## src/rtl/rom_to_framebuffer_blitter_core_macros.svh

```systemverilog
// Assertion macros for the ROM to framebuffer blitter.
// Included by the top level only; empty bodies when SYNTHESIS is defined.
`ifndef ROM_TO_FRAMEBUFFER_BLITTER_CORE_MACROS_SVH
`define ROM_TO_FRAMEBUFFER_BLITTER_CORE_MACROS_SVH
`ifndef SYNTHESIS
// Same-cycle implication, checked on every rising edge outside reset.
`define RFB_ASSERT_IMP(name, cond, prop) \
    name: assert property (@(posedge i_clk) disable iff (!i_rst_n) (cond) |-> (prop)) \
        else $error("rfb: same-cycle check failed");
// Next-cycle implication.
`define RFB_ASSERT_NXT(name, cond, prop) \
    name: assert property (@(posedge i_clk) disable iff (!i_rst_n) (cond) |=> (prop)) \
        else $error("rfb: next-cycle check failed");
`else
`define RFB_ASSERT_IMP(name, cond, prop)
`define RFB_ASSERT_NXT(name, cond, prop)
`endif
`endif

```

## src/rtl/rfb_pkg.sv

```systemverilog
// Shared types, codes and colour expansion functions of the blitter.
// No dependencies; used by every RTL file of the block.
package rfb_pkg;

    localparam int ROM_BANKS_DEF = 8;
    localparam int BANK_BYTES    = 32'h20000;
    localparam int BANK_SHIFT    = 17;
    localparam int PTR_W         = 22;  // holds any address of a 32-bank ROM
    localparam int CLUT_W        = 64;
    localparam int CFG_IDX_W     = 1;
    localparam int COUNT_W       = 17;
    localparam int SLOTS         = 3;

    localparam logic REQ_WRITE = 1'b0;
    localparam logic REQ_ROM   = 1'b1;

    localparam logic [3:0] REG_SRC_LO = 4'd0;
    localparam logic [3:0] REG_SRC_HI = 4'd1;
    localparam logic [3:0] REG_DEST_X = 4'd2;
    localparam logic [3:0] REG_DEST_Y = 4'd3;
    localparam logic [3:0] REG_SIZE_X = 4'd4;
    localparam logic [3:0] REG_SIZE_Y = 4'd5;
    localparam logic [3:0] REG_DIR    = 4'd6;
    localparam logic [3:0] REG_BANK   = 4'd8;

    localparam logic [CFG_IDX_W-1:0] CFG_CLUT_LOW  = 1'b0;
    localparam logic [CFG_IDX_W-1:0] CFG_CLUT_HIGH = 1'b1;

    localparam logic [1:0] KIND_ROM_REQ = 2'd0;
    localparam logic [1:0] KIND_PIXEL   = 2'd1;
    localparam logic [1:0] KIND_DONE    = 2'd2;

    localparam int MODE_DIRECT_BIT = 2;
    localparam int MODE_OR_BIT     = 5;
    localparam logic [7:0] BYTE_TRANSPARENT = 8'hff;
    localparam logic [4:0] SND_BANK         = 5'h10;

    typedef struct packed {
        logic [1:0]         kind;
        logic [19:0]        rom_addr;
        logic [8:0]         pix_x;
        logic [7:0]         pix_y;
        logic [23:0]        pix_rgb;
        logic               or_mode;
        logic [COUNT_W-1:0] byte_count;
        logic               last;
    } t_result;

    typedef struct packed {
        logic direct;
        logic or_mode;
        logic dir_x;
    } t_colour_ctl;

    typedef struct packed {
        logic        v1;
        logic        v2;
        logic [23:0] rgb1;
        logic [23:0] rgb2;
        logic        or_mode;
    } t_pix_pair;

    typedef struct packed {
        logic active;
        logic load;
    } t_walk_status;

    typedef struct packed {
        logic [SLOTS-1:0] vld;
    } t_buf_status;

    // Expansions to 8 bits replicate the top bits into the low end.
    function automatic logic [7:0] p6(input logic [5:0] v);
        return {v, v[5:4]};
    endfunction

    function automatic logic [7:0] p5(input logic [4:0] v);
        return {v, v[4:2]};
    endfunction

    function automatic logic [23:0] high_rgb(input logic [7:0] c);
        return {p6({c[2:0], 3'b000}), p5({c[5:3], 2'b00}), p5({c[7:6], 3'b000})};
    endfunction

    function automatic logic [23:0] or_rgb(input logic [7:0] c);
        return {p6({3'b000, c[2:0]}), p5({3'b000, c[4:3]}), p5({2'b00, c[7:5]})};
    endfunction

endpackage

```

## src/rtl/rfb_colour.sv

```systemverilog
// Colour unit: lookup table registers and the byte to pixel-pair conversion.
// Depends on rfb_pkg.
module rfb_colour (
    input  logic                           i_clk,
    input  logic                           i_rst_n,
    input  logic                           i_cfg_wr_en,
    input  logic [rfb_pkg::CFG_IDX_W-1:0]  i_cfg_index,
    input  logic [rfb_pkg::CLUT_W-1:0]     i_cfg_data,
    input  logic [7:0]                     i_rom_byte,
    input  rfb_pkg::t_colour_ctl           i_ctl,
    output rfb_pkg::t_pix_pair             o_pix
);

    logic [rfb_pkg::CLUT_W-1:0]   r_clut_low;
    logic [rfb_pkg::CLUT_W-1:0]   r_clut_high;
    logic [2*rfb_pkg::CLUT_W-1:0] w_clut;
    logic [3:0]                   w_nib1;
    logic [3:0]                   w_nib2;
    logic [7:0]                   w_ent1;
    logic [7:0]                   w_ent2;

    always_ff @(posedge i_clk) begin
        if (!i_rst_n) begin
            r_clut_low  <= '0;
            r_clut_high <= '0;
        end else if (i_cfg_wr_en) begin
            unique case (i_cfg_index)
                rfb_pkg::CFG_CLUT_LOW:  r_clut_low  <= i_cfg_data;
                rfb_pkg::CFG_CLUT_HIGH: r_clut_high <= i_cfg_data;
                default: ;
            endcase
        end
    end

    assign w_clut = {r_clut_high, r_clut_low};

    // Walking left to right swaps which nibble lands on the left pixel.
    assign w_nib1 = i_ctl.dir_x ? i_rom_byte[3:0] : i_rom_byte[7:4];
    assign w_nib2 = i_ctl.dir_x ? i_rom_byte[7:4] : i_rom_byte[3:0];
    assign w_ent1 = w_clut[{w_nib1, 3'b000} +: 8];
    assign w_ent2 = w_clut[{w_nib2, 3'b000} +: 8];

    always_comb begin
        o_pix = '0;
        if (i_ctl.direct) begin
            o_pix.v1      = (i_rom_byte != rfb_pkg::BYTE_TRANSPARENT);
            o_pix.v2      = o_pix.v1;
            o_pix.or_mode = i_ctl.or_mode;
            o_pix.rgb1    = i_ctl.or_mode ? rfb_pkg::or_rgb(i_rom_byte)
                                          : rfb_pkg::high_rgb(i_rom_byte);
            o_pix.rgb2    = o_pix.rgb1;
        end else begin
            // The table holds inverted colours; a zero entry is see-through.
            o_pix.v1   = (w_ent1 != 8'h00);
            o_pix.v2   = (w_ent2 != 8'h00);
            o_pix.rgb1 = rfb_pkg::high_rgb(~w_ent1);
            o_pix.rgb2 = rfb_pkg::high_rgb(~w_ent2);
        end
    end

endmodule

```

## src/rtl/rfb_walk.sv

```systemverilog
// Blitter register file and rectangle walker; builds the results of one beat.
// Depends on rfb_pkg; takes pixel colours from rfb_colour.
module rfb_walk #(
    parameter int ROM_BANKS = rfb_pkg::ROM_BANKS_DEF
) (
    input  logic                               i_clk,
    input  logic                               i_rst_n,
    input  logic                               i_accept,
    input  logic                               i_req_type,
    input  logic [3:0]                         i_reg_offset,
    input  logic [7:0]                         i_reg_data,
    input  logic                               i_sound_bank_bit,
    input  rfb_pkg::t_pix_pair                 i_pix,
    output rfb_pkg::t_colour_ctl               o_ctl,
    output rfb_pkg::t_result [rfb_pkg::SLOTS-1:0] o_slots,
    output logic [rfb_pkg::SLOTS-1:0]          o_slot_vld,
    output rfb_pkg::t_walk_status              o_status
);

    localparam int PW = rfb_pkg::PTR_W;
    localparam logic [PW:0] ROM_LAST = (PW+1)'(ROM_BANKS * rfb_pkg::BANK_BYTES - 1);
    localparam logic [5:0]  BANKS_6  = 6'(ROM_BANKS);
    localparam logic [3:0]  BANK_MSK = 4'(ROM_BANKS - 1);

    logic [15:0]                 r_src,    n_src;
    logic [7:0]                  r_dest_x, n_dest_x;
    logic [7:0]                  r_dest_y, n_dest_y;
    logic [7:0]                  r_size_x, n_size_x;
    logic [7:0]                  r_size_y, n_size_y;
    logic [1:0]                  r_dir,    n_dir;
    logic [4:0]                  r_bank,   n_bank;
    logic [7:0]                  r_mode,   n_mode;
    logic [7:0]                  r_cur_x,  n_cur_x;
    logic [7:0]                  r_cur_y,  n_cur_y;
    logic [7:0]                  r_cnt_x,  n_cnt_x;
    logic [7:0]                  r_cnt_y,  n_cnt_y;
    logic [PW-1:0]               r_ptr,    n_ptr;
    logic [rfb_pkg::COUNT_W-1:0] r_walked, n_walked;
    logic                        r_active, n_active;

    logic [4:0]  w_bank_start;
    logic [PW:0] w_ptr_start;
    logic [PW:0] w_ptr_inc;
    logic [PW:0] w_ptr_raw;
    logic [PW-1:0] w_ptr_chk;
    logic [3:0]  w_bank_sel;
    logic [7:0]  w_start_x;
    logic [7:0]  w_start_cnt_x;

    assign w_bank_start  = r_bank | (i_sound_bank_bit ? rfb_pkg::SND_BANK : 5'h00);
    assign w_ptr_start   = ((PW+1)'(w_bank_start) << rfb_pkg::BANK_SHIFT)
                         + (PW+1)'({r_src, 1'b0});
    assign w_ptr_inc     = {1'b0, r_ptr} + (PW+1)'(1);
    assign w_bank_sel    = {i_reg_data[7:6], 2'b00} + {2'b00, i_reg_data[1:0]};
    assign w_start_x     = r_dest_x + r_size_x;
    assign w_start_cnt_x = r_dir[0] ? ~r_size_x : r_size_x;

    // Both starting and stepping addresses wrap to zero past the ROM end.
    always_comb begin
        w_ptr_raw = (r_active && (i_req_type == rfb_pkg::REQ_ROM)) ? w_ptr_inc : w_ptr_start;
        w_ptr_chk = (w_ptr_raw > ROM_LAST) ? '0 : w_ptr_raw[PW-1:0];
    end

    assign o_ctl.direct  = r_mode[rfb_pkg::MODE_DIRECT_BIT];
    assign o_ctl.or_mode = r_mode[rfb_pkg::MODE_OR_BIT];
    assign o_ctl.dir_x   = r_dir[0];

    always_comb begin
        n_src    = r_src;
        n_dest_x = r_dest_x;
        n_dest_y = r_dest_y;
        n_size_x = r_size_x;
        n_size_y = r_size_y;
        n_dir    = r_dir;
        n_bank   = r_bank;
        n_mode   = r_mode;
        n_cur_x  = r_cur_x;
        n_cur_y  = r_cur_y;
        n_cnt_x  = r_cnt_x;
        n_cnt_y  = r_cnt_y;
        n_ptr    = r_ptr;
        n_walked = r_walked;
        n_active = r_active;
        o_slots    = '0;
        o_slot_vld = '0;

        if (i_req_type == rfb_pkg::REQ_WRITE) begin
            if (!r_active) begin
                unique case (i_reg_offset)
                    rfb_pkg::REG_SRC_LO: n_src[7:0]  = i_reg_data;
                    rfb_pkg::REG_SRC_HI: n_src[15:8] = i_reg_data;
                    rfb_pkg::REG_DEST_X: n_dest_x    = i_reg_data;
                    rfb_pkg::REG_DEST_Y: n_dest_y    = i_reg_data;
                    rfb_pkg::REG_SIZE_X: n_size_x    = i_reg_data;
                    rfb_pkg::REG_SIZE_Y: begin
                        n_size_y = i_reg_data;
                        n_bank   = w_bank_start;
                        n_cur_x  = w_start_x;
                        n_cur_y  = r_dest_y + i_reg_data;
                        n_cnt_x  = w_start_cnt_x;
                        n_cnt_y  = r_dir[1] ? ~i_reg_data : i_reg_data;
                        n_ptr    = w_ptr_chk;
                        n_walked = '0;
                        n_active = 1'b1;
                        o_slots[2].kind     = rfb_pkg::KIND_ROM_REQ;
                        o_slots[2].rom_addr = w_ptr_chk[19:0];
                        o_slots[2].last     = 1'b1;
                        o_slot_vld[2]       = 1'b1;
                    end
                    rfb_pkg::REG_DIR:    n_dir = i_reg_data[1:0];
                    rfb_pkg::REG_BANK: begin
                        n_bank = ({2'b00, w_bank_sel} >= BANKS_6)
                               ? {1'b0, w_bank_sel & BANK_MSK} : {1'b0, w_bank_sel};
                        n_mode = i_reg_data;
                    end
                    default: ;
                endcase
            end
        end else if (r_active) begin
            o_slots[0].kind    = rfb_pkg::KIND_PIXEL;
            o_slots[0].pix_x   = {r_cur_x, 1'b0};
            o_slots[0].pix_y   = r_cur_y;
            o_slots[0].pix_rgb = i_pix.rgb1;
            o_slots[0].or_mode = i_pix.or_mode;
            o_slots[1].kind    = rfb_pkg::KIND_PIXEL;
            o_slots[1].pix_x   = {r_cur_x, 1'b1};
            o_slots[1].pix_y   = r_cur_y;
            o_slots[1].pix_rgb = i_pix.rgb2;
            o_slots[1].or_mode = i_pix.or_mode;
            o_slot_vld[0] = i_pix.v1;
            o_slot_vld[1] = i_pix.v2;
            o_slot_vld[2] = 1'b1;
            o_slots[2].last = 1'b1;

            n_walked = r_walked + rfb_pkg::COUNT_W'(1);
            n_ptr    = w_ptr_chk;
            if (r_cnt_x != 8'h00) begin
                n_cnt_x = r_cnt_x - 8'h01;
                n_cur_x = r_dir[0] ? r_cur_x + 8'h01 : r_cur_x - 8'h01;
            end else if (r_cnt_y != 8'h00) begin
                n_cnt_y = r_cnt_y - 8'h01;
                n_cur_y = r_dir[1] ? r_cur_y + 8'h01 : r_cur_y - 8'h01;
                n_cur_x = w_start_x;
                n_cnt_x = w_start_cnt_x;
            end else begin
                n_active = 1'b0;
            end

            if (n_active) begin
                o_slots[2].kind     = rfb_pkg::KIND_ROM_REQ;
                o_slots[2].rom_addr = w_ptr_chk[19:0];
            end else begin
                o_slots[2].kind       = rfb_pkg::KIND_DONE;
                o_slots[2].byte_count = n_walked;
            end
        end
    end

    assign o_status.active = r_active;
    assign o_status.load   = i_accept && (o_slot_vld != '0);

    always_ff @(posedge i_clk) begin
        if (!i_rst_n) begin
            r_src    <= '0;
            r_dest_x <= '0;
            r_dest_y <= '0;
            r_size_x <= '0;
            r_size_y <= '0;
            r_dir    <= '0;
            r_bank   <= '0;
            r_mode   <= '0;
            r_cur_x  <= '0;
            r_cur_y  <= '0;
            r_cnt_x  <= '0;
            r_cnt_y  <= '0;
            r_ptr    <= '0;
            r_walked <= '0;
            r_active <= 1'b0;
        end else if (i_accept) begin
            r_src    <= n_src;
            r_dest_x <= n_dest_x;
            r_dest_y <= n_dest_y;
            r_size_x <= n_size_x;
            r_size_y <= n_size_y;
            r_dir    <= n_dir;
            r_bank   <= n_bank;
            r_mode   <= n_mode;
            r_cur_x  <= n_cur_x;
            r_cur_y  <= n_cur_y;
            r_cnt_x  <= n_cnt_x;
            r_cnt_y  <= n_cnt_y;
            r_ptr    <= n_ptr;
            r_walked <= n_walked;
            r_active <= n_active;
        end
    end

endmodule

```

## src/rtl/rfb_outbuf.sv

```systemverilog
// Result register of three slots, drained one result per clock in slot order unless stalled.
// Depends on rfb_pkg.
module rfb_outbuf (
    input  logic                                  i_clk,
    input  logic                                  i_rst_n,
    input  logic                                  i_load,
    input  rfb_pkg::t_result [rfb_pkg::SLOTS-1:0] i_slots,
    input  logic [rfb_pkg::SLOTS-1:0]             i_slot_vld,
    input  logic                                  i_out_stall,
    output logic                                  o_out_valid,
    output rfb_pkg::t_result                      o_result,
    output logic                                  o_in_stall,
    output rfb_pkg::t_buf_status                  o_status
);

    rfb_pkg::t_result [rfb_pkg::SLOTS-1:0] r_slots;
    logic [rfb_pkg::SLOTS-1:0]             r_vld, n_vld;
    logic [rfb_pkg::SLOTS-1:0]             w_sel;
    logic [rfb_pkg::SLOTS-1:0]             w_left;
    logic                                  w_take;

    // Lowest pending slot goes first.
    assign w_sel       = r_vld & (~r_vld + rfb_pkg::SLOTS'(1));
    assign o_out_valid = (r_vld != '0);
    assign w_take      = o_out_valid && !i_out_stall;
    assign w_left      = w_take ? (r_vld & ~w_sel) : r_vld;
    // A new beat may enter as the last pending result leaves.
    assign o_in_stall  = (w_left != '0);
    assign n_vld       = i_load ? i_slot_vld : w_left;
    assign o_status.vld = r_vld;

    always_comb begin
        priority if (w_sel[0]) begin
            o_result = r_slots[0];
        end else if (w_sel[1]) begin
            o_result = r_slots[1];
        end else begin
            o_result = r_slots[2];
        end
    end

    always_ff @(posedge i_clk) begin
        if (!i_rst_n) begin
            r_vld <= '0;
        end else begin
            r_vld <= n_vld;
        end
    end

    always_ff @(posedge i_clk) begin
        if (i_load) begin
            r_slots <= i_slots;
        end
    end

endmodule

```

## src/rtl/rom_to_framebuffer_blitter_core.sv

```systemverilog
// Register-programmed blitter that turns graphics ROM bytes into framebuffer pixel writes.
// Each input beat is handled in the clock it is accepted and its results (a ROM read
// request, up to two pixel writes, or a finish report with the byte count) are loaded
// into a three-slot result register that emits one result per clock unless the output
// is stalled. A ROM-byte beat yields up to three results, which leave through the
// single output port in slot order; the next beat is taken in the same cycle as the
// last pending result leaves. ROM_BANKS (1 to 32) sets the ROM size in 128 KiB banks,
// at which read addresses wrap to zero. Depends on rfb_pkg.
`include "rom_to_framebuffer_blitter_core_macros.svh"

module rom_to_framebuffer_blitter_core #(
    parameter int ROM_BANKS = rfb_pkg::ROM_BANKS_DEF
) (
    input  logic                              i_clk,
    input  logic                              i_rst_n,
    input  logic                              i_cfg_wr_en,
    input  logic [rfb_pkg::CFG_IDX_W-1:0]     i_cfg_index,
    input  logic [rfb_pkg::CLUT_W-1:0]        i_cfg_data,
    input  logic                              i_in_valid,
    output logic                              o_in_stall,
    input  logic                              i_req_type,
    input  logic [3:0]                        i_reg_offset,
    input  logic [7:0]                        i_reg_data,
    input  logic [7:0]                        i_rom_byte,
    input  logic                              i_sound_bank_bit,
    output logic                              o_out_valid,
    input  logic                              i_out_stall,
    output logic [1:0]                        o_out_kind,
    output logic [19:0]                       o_rom_addr,
    output logic [8:0]                        o_pix_x,
    output logic [7:0]                        o_pix_y,
    output logic [23:0]                       o_pix_rgb,
    output logic                              o_or_mode,
    output logic [rfb_pkg::COUNT_W-1:0]       o_byte_count,
    output logic                              o_last
);

    logic                                  w_in_accept;
    rfb_pkg::t_colour_ctl                  w_ctl;
    rfb_pkg::t_pix_pair                    w_pix;
    rfb_pkg::t_result [rfb_pkg::SLOTS-1:0] w_slots;
    logic [rfb_pkg::SLOTS-1:0]             w_slot_vld;
    rfb_pkg::t_walk_status                 w_walk_st;
    rfb_pkg::t_buf_status                  w_buf_st;
    rfb_pkg::t_result                      w_result;

    assign w_in_accept = i_in_valid && !o_in_stall;

    rfb_colour u_colour (
        .i_clk       (i_clk),
        .i_rst_n     (i_rst_n),
        .i_cfg_wr_en (i_cfg_wr_en),
        .i_cfg_index (i_cfg_index),
        .i_cfg_data  (i_cfg_data),
        .i_rom_byte  (i_rom_byte),
        .i_ctl       (w_ctl),
        .o_pix       (w_pix)
    );

    rfb_walk #(
        .ROM_BANKS (ROM_BANKS)
    ) u_walk (
        .i_clk            (i_clk),
        .i_rst_n          (i_rst_n),
        .i_accept         (w_in_accept),
        .i_req_type       (i_req_type),
        .i_reg_offset     (i_reg_offset),
        .i_reg_data       (i_reg_data),
        .i_sound_bank_bit (i_sound_bank_bit),
        .i_pix            (w_pix),
        .o_ctl            (w_ctl),
        .o_slots          (w_slots),
        .o_slot_vld       (w_slot_vld),
        .o_status         (w_walk_st)
    );

    rfb_outbuf u_outbuf (
        .i_clk       (i_clk),
        .i_rst_n     (i_rst_n),
        .i_load      (w_walk_st.load),
        .i_slots     (w_slots),
        .i_slot_vld  (w_slot_vld),
        .i_out_stall (i_out_stall),
        .o_out_valid (o_out_valid),
        .o_result    (w_result),
        .o_in_stall  (o_in_stall),
        .o_status    (w_buf_st)
    );

    assign o_out_kind   = w_result.kind;
    assign o_rom_addr   = w_result.rom_addr;
    assign o_pix_x      = w_result.pix_x;
    assign o_pix_y      = w_result.pix_y;
    assign o_pix_rgb    = w_result.pix_rgb;
    assign o_or_mode    = w_result.or_mode;
    assign o_byte_count = w_result.byte_count;
    assign o_last       = w_result.last;

    // Input is only let in when at most one result is still pending.
    `RFB_ASSERT_IMP(a_room_on_accept, !o_in_stall, $countones(w_buf_st.vld) <= 1)
    // A loaded beat must show a result in the following cycle.
    `RFB_ASSERT_NXT(a_load_shows, w_walk_st.load, o_out_valid)
    // A finish report can only leave once the walker has gone idle.
    `RFB_ASSERT_IMP(a_done_idle, o_out_valid && (o_out_kind == rfb_pkg::KIND_DONE),
                    !w_walk_st.active)
    // Register writes during a walk are dropped without results.
    `RFB_ASSERT_IMP(a_busy_write,
                    w_in_accept && w_walk_st.active && (i_req_type == rfb_pkg::REQ_WRITE),
                    !w_walk_st.load)

endmodule
```

## config.mk

```make
export PLATFORM = sky130hd
export DESIGN_NAME = rom_to_framebuffer_blitter_core
export DESIGN_NICKNAME = d
export VERILOG_FILES = /design/src/rtl/rfb_pkg.sv /design/src/rtl/rfb_colour.sv /design/src/rtl/rfb_walk.sv /design/src/rtl/rfb_outbuf.sv /design/src/rtl/rom_to_framebuffer_blitter_core.sv
export VERILOG_INCLUDE_DIRS = /design/src /design/src/rtl
export SDC_FILE = /design/constraint.sdc
export NUM_CORES = 1
export LEC_CHECK = 0
export ABC_AREA = 1
export BUFFER_PORTS_ARGS = -buffer_cell sky130_fd_sc_hd__buf_2
export CELL_PAD_IN_SITES_DETAIL_PLACEMENT = 1
export CELL_PAD_IN_SITES_GLOBAL_PLACEMENT = 1
export CORE_MARGIN = 8
export CORE_UTILIZATION = 48
export CTS_BUF_LIST = sky130_fd_sc_hd__clkbuf_8
export DETAILED_ROUTE_END_ITERATION = 7
export PLACE_DENSITY = 0.92
export SETUP_SLACK_MARGIN = 0.3
export SLEW_MARGIN = 10
export SYNTH_ARGS = -nofsm -noshare
export SYNTH_HDL_FRONTEND = slang
export SYNTH_HIERARCHICAL = 1
export SYNTH_SLANG_ARGS = --single-unit
```

## constraint.sdc

```tcl
create_clock -name i_clk -period 20.2 [get_ports i_clk]
set_input_delay 3.03 -clock i_clk [delete_from_list [all_inputs] [get_ports i_clk]]
set_output_delay 3.03 -clock i_clk [all_outputs]
set_load 0.01 [all_outputs]
```

# After elaboration in Yosys (flattened, before gate mapping)
# Cells that the tools add are included.
[totals]
out_inout_bits = 84
regBits = 358
input_bits = 92
[op_classes]
order_cmp = 2
n_reduce_logical = 32
bitwise_logic = 12
shifts = 2
n_addsub = 13
muxes = 72
n_eq_ne = 13
[ops]
columns = ["operator", "n"]
rows = [
  ["$shiftx 128x8->8", 2],
  ["$mux 8", 28],
  ["$mux 22", 8],
  ["$mux 82", 2],
  ["$mux 17", 4],
  ["$mux 50", 1],
  ["$mux 20", 2],
  ["$reduce_and 4->1", 9],
  ["$mux 34", 1],
  ["$not 8->8", 4],
  ["$reduce_bool 8->1", 4],
  ["$sub 8x1->8 const B", 4],
  ["$mux 24", 1],
  ["$add 22x1->23 const B", 1],
  ["$add 22x17->23", 1],
  ["$gt 23x20->1 const B", 1],
  ["$mux 23", 1],
  ["$add 17x1->17 const B", 1],
  ["$add 8x1->8 const B", 2],
  ["$add 8x8->8", 2],
  ["$mux 1", 13],
  ["$eq 4x3->1 const B", 3],
  ["$mux 3", 4],
  ["$mux 4", 3],
  ["27 further kinds", 44],
]

# Logic depth before layout (Yosys ltp)
[depth]
depth_word = 11
ltp_mapped = 19
mapped_depth_nobuf = 16

# Modules after synthesis
# Netlist, hierarchy kept.
[modules_own_cells]
columns = ["module", "instances", "area_per_inst_um2", "cells_per_inst"]
rows = [
  ["rfb_walk", 1, 9484.1, 1490],
  ["rfb_outbuf", 1, 9118.7, 620],
  ["rfb_colour", 1, 7689.9, 1214],
  ["rom_to_framebuffer_blitter_core", 1, 10.0, 2],
]

# Worst setup path before layout
# No wires, ideal clock.
[synth_path]
path_type = "input to register"
from = "in i_out_stall"
to = "reg u_outbuf.r_vld, in the netlist u_outbuf/o_status[0]"
path_slack_ps = 2417
path_stages = 8
required_ps = 20043
arrival_time_ps = 17626
path_buffers = 0
path_cell_list = "o21ai_0 -> nand3_1 -> nor2_2 -> inv_1 -> a21oi_1 -> inv_1 -> o21ai_0 -> a21oi_1"
[synth_lines]
columns = ["element", "line", "source"]
rows = [
  ["start: declaration", "rom_to_framebuffer_blitter_core.sv:27", "input logic i_out_stall,"],
  ["end signal: assignment", "rfb_outbuf.sv:46", "r_vld <= n_vld;"],
  ["end: declaration", "rfb_outbuf.sv:17", "logic [rfb_pkg::SLOTS-1:0] r_vld, n_vld;"],
]

# Worst setup path in the final report
[layout_path]
from = "in i_out_stall"
to = "out o_in_stall"
[layout_via]
elab_chain_len = 4
[layout_lines]
columns = ["element", "line", "source"]
rows = [
  ["$logic_not 1->1", "rfb_outbuf.sv:25", "assign w_take = o_out_valid && !i_out_stall;"],
  ["$logic_and 1x1->1", "rfb_outbuf.sv:25", ""],
  ["$mux 3", "rfb_outbuf.sv:26", "assign w_left = w_take ? (r_vld & ~w_sel) : r_vld;"],
  ["$reduce_bool 3->1", "rfb_outbuf.sv:28", "assign o_in_stall = (w_left != '0);"],
  ["end: declaration", "rom_to_framebuffer_blitter_core.sv:20", "output logic o_in_stall,"],
]
# Every way passes these cells.

==> key figures <==
Status
  – Outcome: finished clean

STA
  – Hold Vio Cnt, Final: 0
  – Crit share post-route: 33.2%
  – Post-route minimum period: 6.70 ns
  – Final WS setup: 13.50 ns
  – Achievable frequency: 0.149 GHz
  – Slew Limit Headroom: 14.6%
  – Setup tns final: 0 ns
  – Finish-stage setup viols: 0
  – Max-slew violation count: 0
  – RSZ-0062 raised after global routing: false
  – Clk_skew: 0.0434 ns
  – Least-Margin Pin Slew: 1.28 ns

Worst setup path
  – Critical Path RT: 17.17 ns
  – Most common cell on crit path: buf_2
  – Critical-path cell list: buf_2 > o21ai_0 > nand3_1 > buf_2
  – Slowest cell on crit path: o21ai_0
  – Crit path DAT: 3.67 ns
  – Crit path max fanout: 2
  – Crit start category: input port
  – Buffers & Inverters on Critical Path: 2
  – Nature of the critical path endpoint: output pin
  – CP top delay family: buffers and inverters
  – Max stage delay on crit path: 0.22 ns
  – Crit Path Class: input port to output pin

Floorplanning
  – # IOs: 176
  – Full die area: 62500 sq um
  – Overall die width: 250 microns
  – Die span in y: 250 microns
  – Core area: 54000 sq um
  – Initial core utilization: 48.7%
  – FP Rows: 85

Global route
  – Overflow after GRT: 0
  – First-pass GRT wire length: 130000 microns
  – Largest net degree at the start of global routing: 194
  – Total Routing Usage GR: 25.7%
  – Initial antenna violation count: 5
  – Vias in the first global route: 24.1k

CTS
  – H-tree lvl count: 3
  – Clock tree sinks: 498
  – Setup Buffers After CTS: 0
  – Clock latency on the worst-skew pair: 0.70 ns
  – Root Buffer Master: clkbuf_8
  – Hold bufs inserted after CTS: 0
  – Clk buf depth: 3
  – Reg clk slew, reported paths: 0.06 ns
  – TritonCTS clock tree: yes
  – Post-CTS Resized: 0
  – Inserted Clock Buffers: 86

Placement
  – Post-detail-place hpwl: 54100 microns
  – Port Buf Inserts: 175
  – Dpl cells: 3993
  – Worst slack, placed: 13.52 ns
  – Routability cong.: 0.862

Detailed routing
  – Drt initial violations: 1922
  – Vias post-DR: 23.3k
  – Routed vias/inst: 5.60
  – Routed len/inst: 20.0 microns
  – Final WL: 82900 microns
  – Antenna-violating nets left: 0
  – Drt first pass iters: 6
  – Residual DRC: 0

Synthesis
  – Syn Area/Cell: 7.91 sq um
  – Post-synthesis instance total: 3325
  – Post-synthesis instance area: 26300 sq um
  – YS warnings: 6

Finish
  – Synth-to-layout area growth: 6.94%
  – Finished Layout Cells: 4155
  – NumNets Final: 3515
  – Share of layout cells above drive strength 1: 10.6%

Min path
  – Worst Hold Class: flop to flop

Flow run
  – Maxcap violations: 0

Power and ir drop
  – PnR Total Power: 0.00235 W
  – Leak: 11.7 nW
  – Maximum VDD drop: 0.0590 mV
  – Pwr dens: 83.7 nW/um^2
registers in the layout, summed over array words and instances (netlist names):
signal and cells:
u_outbuf/r_slots 246, u_colour/r_clut_high 64, u_colour/r_clut_low 64, u_walk/r_ptr 22, u_walk/r_walked 17, u_walk/r_src 16, u_walk/r_cnt_x 8, u_walk/r_cnt_y 8
u_walk/r_cur_x 8, u_walk/r_cur_y 8, u_walk/r_dest_x 8, u_walk/r_dest_y 8, u_walk/r_size_x 8, u_walk/r_bank 5, u_outbuf/o_status 3, u_walk/r_dir 2
u_walk/r_mode 2, u_walk/r_active 1
area by class of cell:
type / count / area, sq um
timing repair buffer: 196 / 1050
multi-input combinational: 2243 / 10800
clock inverter: 64 / 330
inverter: 360 / 1350
tap: 696 / 871
clock buffer: 96 / 1320
sequential: 498 / 12400
antenna: 2 / 5.00
fill: 6773 / 25900
per-layer routing:
layer | wire length, microns | vias to the layer above | track usage (%)
li1 | - | 10819 | -
met1 | 34900 | 11378 | 32.0
met2 | 39900 | 843 | 43.8
met3 | 5010 | 212 | 4.34
met4 | 3100 | 2 | 10.8
met5 | 13 | - | 0
power by group:
| part | switching, W | internal [W] |
|---|---|---|
| registers | 0.0000212 | 0.00110 |
| logic | 0.000240 | 0.0000979 |
| clock network | 0.000431 | 0.000462 |
| total | 0.000692 | 0.00166 |
metrics by stage:
stage,util (%),hold WS (ns),cell area (sq um)
finish,52.0,0.462,28100
global route,52.0,0.480,28100
CTS,52.0,0.456,28100
detailed placement,49.0,0.446,26500
floorplan,-,0.424,26700
global placement,49.0,0.438,26500
cells in the final DEF (no fill, tap or decap), types with 17 or more instances in the layout:
cell	count
a21oi_1	274
buf_2	174
buf_4	21
clkbuf_8	96
conb_1	122
dfxtp_1	250
edfxtp_1	246
ha_1	34
inv_1	390
nand2_1	734
nand3_1	458
nand4_1	24
nor2_1	188
o21ai_0	242
o22ai_1	17
xor2_1	22
worst paths after layout:
kind	from	end	slack (ns)	cells past startpoint
setup / recovery	i_out_stall	o_in_stall	13.50	4
hold / removal	u_walk/r_src[10]	u_walk/r_src[10]	0.46	2
setup reg to reg	u_outbuf/o_status[0]	u_walk/r_walked[16]	14.74	13
hold reg to reg	u_walk/r_src[10]	u_walk/r_src[10]	0.46	2
worst register-to-register path: stages (launching register included):
cell	delay (ns)
dfxtp_4	0.52
nor2_4	0.90
buf_4	0.67
a21o_1	0.26
nand3_1	0.12
nor2_2	0.30
inv_1	0.17
a21oi_2	0.16
nand2_1	0.56
inv_2	0.84
nand2_2	0.17
inv_1	0.40
nand3_1	0.15
a21oi_1	0.17
Note: power is estimated with default switching activity, not from simulation.
